## config.mk

```make
export PLATFORM = sky130hd
export DESIGN_NAME = pcdf_ram
export DESIGN_NICKNAME = d
export VERILOG_FILES = /design/src/design/assert_macros.svh /design/src/design/pcdf_ram.sv
export SDC_FILE = /design/constraint.sdc
export NUM_CORES = 1
export LEC_CHECK = 0
export ABC_AREA = 1
export BUFFER_PORTS_ARGS = -buffer_cell sky130_fd_sc_hd__buf_4
export CAP_MARGIN = 20
export CORE_ASPECT_RATIO = 1.4
export CORE_MARGIN = 2
export CORE_UTILIZATION = 55
export DETAILED_ROUTE_END_ITERATION = 10
export PLACE_DENSITY_LB_ADDON = 0.08
export SETUP_SLACK_MARGIN = 0.3
export SLEW_MARGIN = 20
export SYNTH_ARGS = -nofsm -noshare
export SYNTH_HDL_FRONTEND = slang
export SYNTH_SLANG_ARGS = --single-unit
```

## constraint.sdc

```tcl
create_clock -name clk -period 1.65 [get_ports clk]
set_clock_uncertainty 0.2 [all_clocks]
set_input_delay 0.2475 -clock clk [delete_from_list [all_inputs] [get_ports clk]]
set_output_delay 0.2475 -clock clk [all_outputs]
set_load 0.005 [all_outputs]
```

## src/design/assert_macros.svh

```systemverilog
// Assertion macros shared by the design files.
// Depends on a clock named clk and a reset named rst in the including scope.
`ifndef ASSERT_MACROS_SVH
`define ASSERT_MACROS_SVH

// check outside reset
`define ASSERT_CLK(label, prop, msg) \
  label: assert property (@(posedge clk) disable iff (rst) (prop)) else $error(msg);

// check on every edge, reset included
`define ASSERT_ALWAYS(label, prop, msg) \
  label: assert property (@(posedge clk) (prop)) else $error(msg);

`endif

```

## src/design/pcdf_ram.sv

```systemverilog
// Simple dual-port RAM: one write port, one read port with registered data.
// No dependencies.
module pcdf_ram #(
  parameter int Width = 8,
  parameter int Depth = 16,
  localparam int AddrW = (Depth > 1) ? $clog2(Depth) : 1
) (
  input  logic             clk,
  input  logic             we,
  input  logic [AddrW-1:0] waddr,
  input  logic [Width-1:0] wdata,
  input  logic [AddrW-1:0] raddr,
  output logic [Width-1:0] rdata
);

  logic [Width-1:0] mem [Depth];

  always_ff @(posedge clk) begin
    if (we) begin
      mem[waddr] <= wdata;
    end
    rdata <= mem[raddr];
  end

endmodule

```

* Yosys cells after proc, flatten, opt, wreduce, memory -nomap -nowiden *
Memories as Yosys holds them, arrays and structs flattened. A register that Yosys moved wholly into a read port is not among the register bits.
Cells that the tools add are included.

cells by class
  $add $sub $neg = 0
  multipliers = 0
  divide/modulo/power cells = 0
  magnitude comparators = 0
  eq/ne operators = 0
  shift operators = 0
  muxes and demuxes = 2
  bitwise logic cells = 0
  reductions and logical operators = 0

operators by type and width
  cell               number
  two-way mux 1 bit  2

storage, ports and cells
  flip-flop bits (word level) = 0
  latch bits = 0
  memory bits (writable) = 128
  ROM bits = 0
  input bits = 18
  output and inout bits = 8
  word-level logic and storage cells = 3
  memories kept = 1

memory list
  name  words  width  rd ports  clocked after memory_dff  write ports  line            source
  mem   16     8      1         1                         1            pcdf_ram.sv:16  logic [Width-1:0] mem [Depth];

* Depth between registers and ports, before layout *
  depth after elaboration = 2
  gate-level depth with buffers = 8
  gate-level depth less buffers = 7

* Worst setup path after synthesis *
No wires, ideal clock.

  path kind = input to register
  start = in waddr[2]
  end = mem mem[10][0] (enable)
  setup time = 370 ps
  arrival = 828 ps
  data required time = 1,080 ps
  slack = 252 ps
  cell stages on the path = 2
  buffers on the path = 0
  cells stage by stage = nand3b_1 -> nor2_1

RTL lines
  item             line            source
  start, declared  pcdf_ram.sv:10  input logic [AddrW-1:0] waddr,
  end, declared    pcdf_ram.sv:16

Straight into the memory's write port.

==> flow_metrics.env <==
export IMPL_core_rowCount=44
export IMPL_dpl_hpwl_microns=7950
export IMPL_antenna_cells=0
export IMPL_routedWlPerCell_microns=16.7
export IMPL_die_h_microns=125
export IMPL_period_needed_ns=1.32
export IMPL_synth_mux_area_fraction_pct=0
export IMPL_clk_tree_root_cell="sky130_fd_sc_hd__clkbuf_16"
export IMPL_ys_async_sr_fraction_pct=0
export IMPL_worst_r2r_path_depth=6
export IMPL_detail_route_antenna_nets=0
export IMPL_setup_worst_path_end_class="register"
export IMPL_post_synth_and_or_nand_nor_area_fraction_pct=21.0
export IMPL_die_width_microns=90.5
export IMPL_worst_ir_drop_vdd_uv=830
export IMPL_crit_path_start_kind="input pin"
export IMPL_timing_worst_setup_path_type="input pin to register"
export IMPL_tritoncts="yes"
export IMPL_synth_seq_cells=136
export IMPL_overall_power_after_layout_mw=7.95
export IMPL_layout_area_overhead_vs_synth_pct=18.1
export IMPL_cp_startpoint="raddr[3]"
export IMPL_clk_pin_slew_ns=0.06
export IMPL_finish_utilization_pct=66.2
export IMPL_yosys_area_share_xor_xnor_pct=0
export IMPL_power_static_leakage_nw=2.95
export IMPL_crit_end="rdata[6]"
export IMPL_synth_most_common_cell="sky130_fd_sc_hd__nand2_1"
export IMPL_critical_path_peak_fanout=9
export IMPL_tritoncts_num_sinks=136
export IMPL_cts_buffers_inserted=17
export IMPL_grt_first_pass_wirelength_microns=20300
export IMPL_switching_power_mw=1.70
export IMPL_drv_max_cap_violation_count=0
export IMPL_comb_power_share_pct=6.4
export IMPL_synth_top_flop_cell="sky130_fd_sc_hd__edfxtp_1"
export IMPL_synth_warnings=0
export IMPL_post_route_worst_setup_slack_ns=0.334
export IMPL_synth_enable_flop_cells=128
export IMPL_synth_sequential_area_ratio_pct=69.4
export IMPL_firstDrtPassIters=5
export IMPL_cell_int_power_mw=6.25
export IMPL_syn_area_per_cell_sq_um=10.5
export IMPL_initial_antenna_violation_count=0
export IMPL_critical_path_at_ns=1.40
export IMPL_rrSetupSlack_ns=0.39
export IMPL_power_frac_clock_pct=44.6
export IMPL_power_density_nw_per_um2=1170
export IMPL_critical_path_max_stage_delay_ns=0.56
export IMPL_totalWireLength_microns=12500
export IMPL_io_pin_count=26
export IMPL_final_net_count=618
export IMPL_worstSkewPairLatency_ns=0.42
export IMPL_status="finished clean"
export IMPL_avg_vias_per_cell=5.07
export IMPL_synthAdderAreaFrac_pct=0
export IMPL_path_cells="dlygate4sd3_1 -> buf_6 -> clkinvlp_4 -> nand3_1 -> nand2_1"
export IMPL_timing_critical_path_depth=5
export IMPL_synthCells=551
export IMPL_r2r_end="rdata[6]"
export IMPL_synth_area_leaders="sky130_fd_sc_hd__edfxtp_1, sky130_fd_sc_hd__nand2_1, sky130_fd_sc_hd__nand3_1, sky130_fd_sc_hd__inv_1, sky130_fd_sc_hd__dfxtp_1"
export IMPL_floorplan_die_area_sq_um=11300
export IMPL_h_tree_depth=4
export IMPL_crit_reg2reg_launch="mem[9][6]"
export IMPL_initial_utilization_pct=56.0
export IMPL_grt_setup_unrepaired="false"
export IMPL_p_sw_share_pct=21.4
export IMPL_starting_drt_drc_count=250
export IMPL_pre_cts_ws_ns=0.129
export IMPL_cpMaxStageDelayCell="sky130_fd_sc_hd__dlygate4sd3_1"
export IMPL_synth_compound_area_share_pct=0
export IMPL_timing_critical_path_max_delay_family="buffers and inverters"
export IMPL_synthDistinctLibCells=12
export IMPL_worst_slew_pin_slew_ns=0.403
export IMPL_hold_ws_ns=0.00303
export IMPL_post_synth_instance_area_sq_um=5770
export IMPL_detail_route_drc_violations=0
export IMPL_setup_viol_count_final=0
export IMPL_synth_nets=569
export IMPL_grt_start_max_net_pins=50
export IMPL_hold_path_class="input pin to register"
export IMPL_floorplan_core_area_sq_um=10300
export IMPL_post_cts_setup_buffers=0
export IMPL_via_count=3811
export IMPL_synthTopCellsByCount="sky130_fd_sc_hd__nand2_1, sky130_fd_sc_hd__edfxtp_1, sky130_fd_sc_hd__inv_1, sky130_fd_sc_hd__nand3_1, sky130_fd_sc_hd__nor2_1"
export IMPL_synthDominantAreaCellType="sky130_fd_sc_hd__edfxtp_1"
export IMPL_synthDominantCellAreaShare_pct=66.7
export IMPL_critPathBufInv=3
export IMPL_port_buffer_count=25
export IMPL_final_max_slew_violation_count=0
export IMPL_gr_usage_all_layers_pct=24.0
export IMPL_worst_ep_required_time_ns=1.74
export IMPL_synth_top_family_by_area="simple AND/OR/NAND/NOR gates"
export IMPL_layout_worst_path_cycle_share_pct=79.8
export IMPL_setup_total_negative_slack_ns=0
export IMPL_clk_path_buf_depth=2
export IMPL_fmaxAchievable_mhz=760
export IMPL_count_of_endpoints_failing_hold_in_the_final_timing_report=0
export IMPL_slew_limit_headroom_pct=73.1
export IMPL_grt_overflow_total=0
export IMPL_routabilityCongestion=0.806
export IMPL_drive_gt1_share_pct=13.2
export IMPL_power_sequential_fraction_pct=48.9
export IMPL_first_global_vias=3786
[cell families after synthesis]
group,count (synthesis)
simple gates,289
flops,136
buf+inv,126
[final cells by class]
type | instances | area [sq um]
multi-input combinational | 289 | 1220
timing repair buffer | 54 | 464
fill | 807 | 3480
clock inverter | 14 | 131
inverter | 102 | 387
tap | 138 | 173
clock buffer | 18 | 429
sequential | 136 | 4010
[what timing repair did]
action                     4_1_cts  5_1_grt
hold buffers                     7        0
setup endpoints to repair        1        6
pin swaps                        0        0
resized for setup                1        4
hold endpoints to repair        91        0
[registers in the layout, indices dropped and copies added, names as in the netlist]
signal	cells
mem	128
rdata	8
[worst reg2reg max path, delay by kind of cell (launching register included)]
kind	cells	cell delay [ns]
and+or+nand+nor	5	0.52
DFF	1	0.36
buffers and inverters	1	0.06
[metal layers]
layer | wire, microns | up-vias | global-route usage, %
li1 | - | 1874 | -
met1 | 5090 | 1776 | 30.8
met2 | 6370 | 135 | 38.4
met3 | 700 | 26 | 6.14
met4 | 391 | 0 | 11.4
met5 | 0 | - | 0
[how the worst min path moves through the flow]
stage              from         end  slack, ns  cells past startpoint
6_report       wdata[4]   mem[1][4]      0.003                      1
5_1_grt        wdata[6]  mem[10][6]      0.004                      1
4_1_cts        wdata[6]   mem[3][6]      0.005                      1
3_5_place_dp   raddr[3]    rdata[5]       0.38                      3
3_3_place_gp   wdata[2]   mem[5][2]       0.39                      1
2_1_floorplan  wdata[0]   mem[0][0]       0.15                      0
[placed cells by master (no fill, tap or decap)]
cell type / n
sky130_fd_sc_hd__inv_1: 99
sky130_fd_sc_hd__dlygate4sd3_1: 7
sky130_fd_sc_hd__buf_12: 3
sky130_fd_sc_hd__nor2_2: 2
sky130_fd_sc_hd__nand3b_1: 2
sky130_fd_sc_hd__edfxtp_1: 128
sky130_fd_sc_hd__nor2_1: 15
sky130_fd_sc_hd__buf_6: 1
sky130_fd_sc_hd__nand3_1: 97
sky130_fd_sc_hd__buf_4: 43
sky130_fd_sc_hd__inv_6: 2
sky130_fd_sc_hd__clkinv_1: 5
sky130_fd_sc_hd__dfxtp_2: 3
sky130_fd_sc_hd__clkbuf_1: 1
sky130_fd_sc_hd__inv_2: 2
sky130_fd_sc_hd__clkinvlp_4: 5
sky130_fd_sc_hd__dfxtp_1: 5
sky130_fd_sc_hd__clkinv_2: 1
sky130_fd_sc_hd__clkbuf_16: 17
sky130_fd_sc_hd__bufinv_16: 2
sky130_fd_sc_hd__nand2_1: 173
[through the flow]
stage          instance area, sq um  instances
6_report                       6810        751
5_1_grt                        6810        751
2_1_floorplan                  5770        551
3_5_place_dp                   6170        712
4_1_cts                        6800        751
3_3_place_gp                   6170        712
[power groups by stage]
stage	clock network, mW	registers, mW	logic, mW
after global routing	3.76	3.90	0.567
after detailed placement	0	3.96	0.498
final	3.55	3.89	0.510
after floorplan	0	3.95	0.273
after global placement	0	3.96	0.493
after CTS	3.59	3.89	0.514
Power figures use the tool's default switching activity.
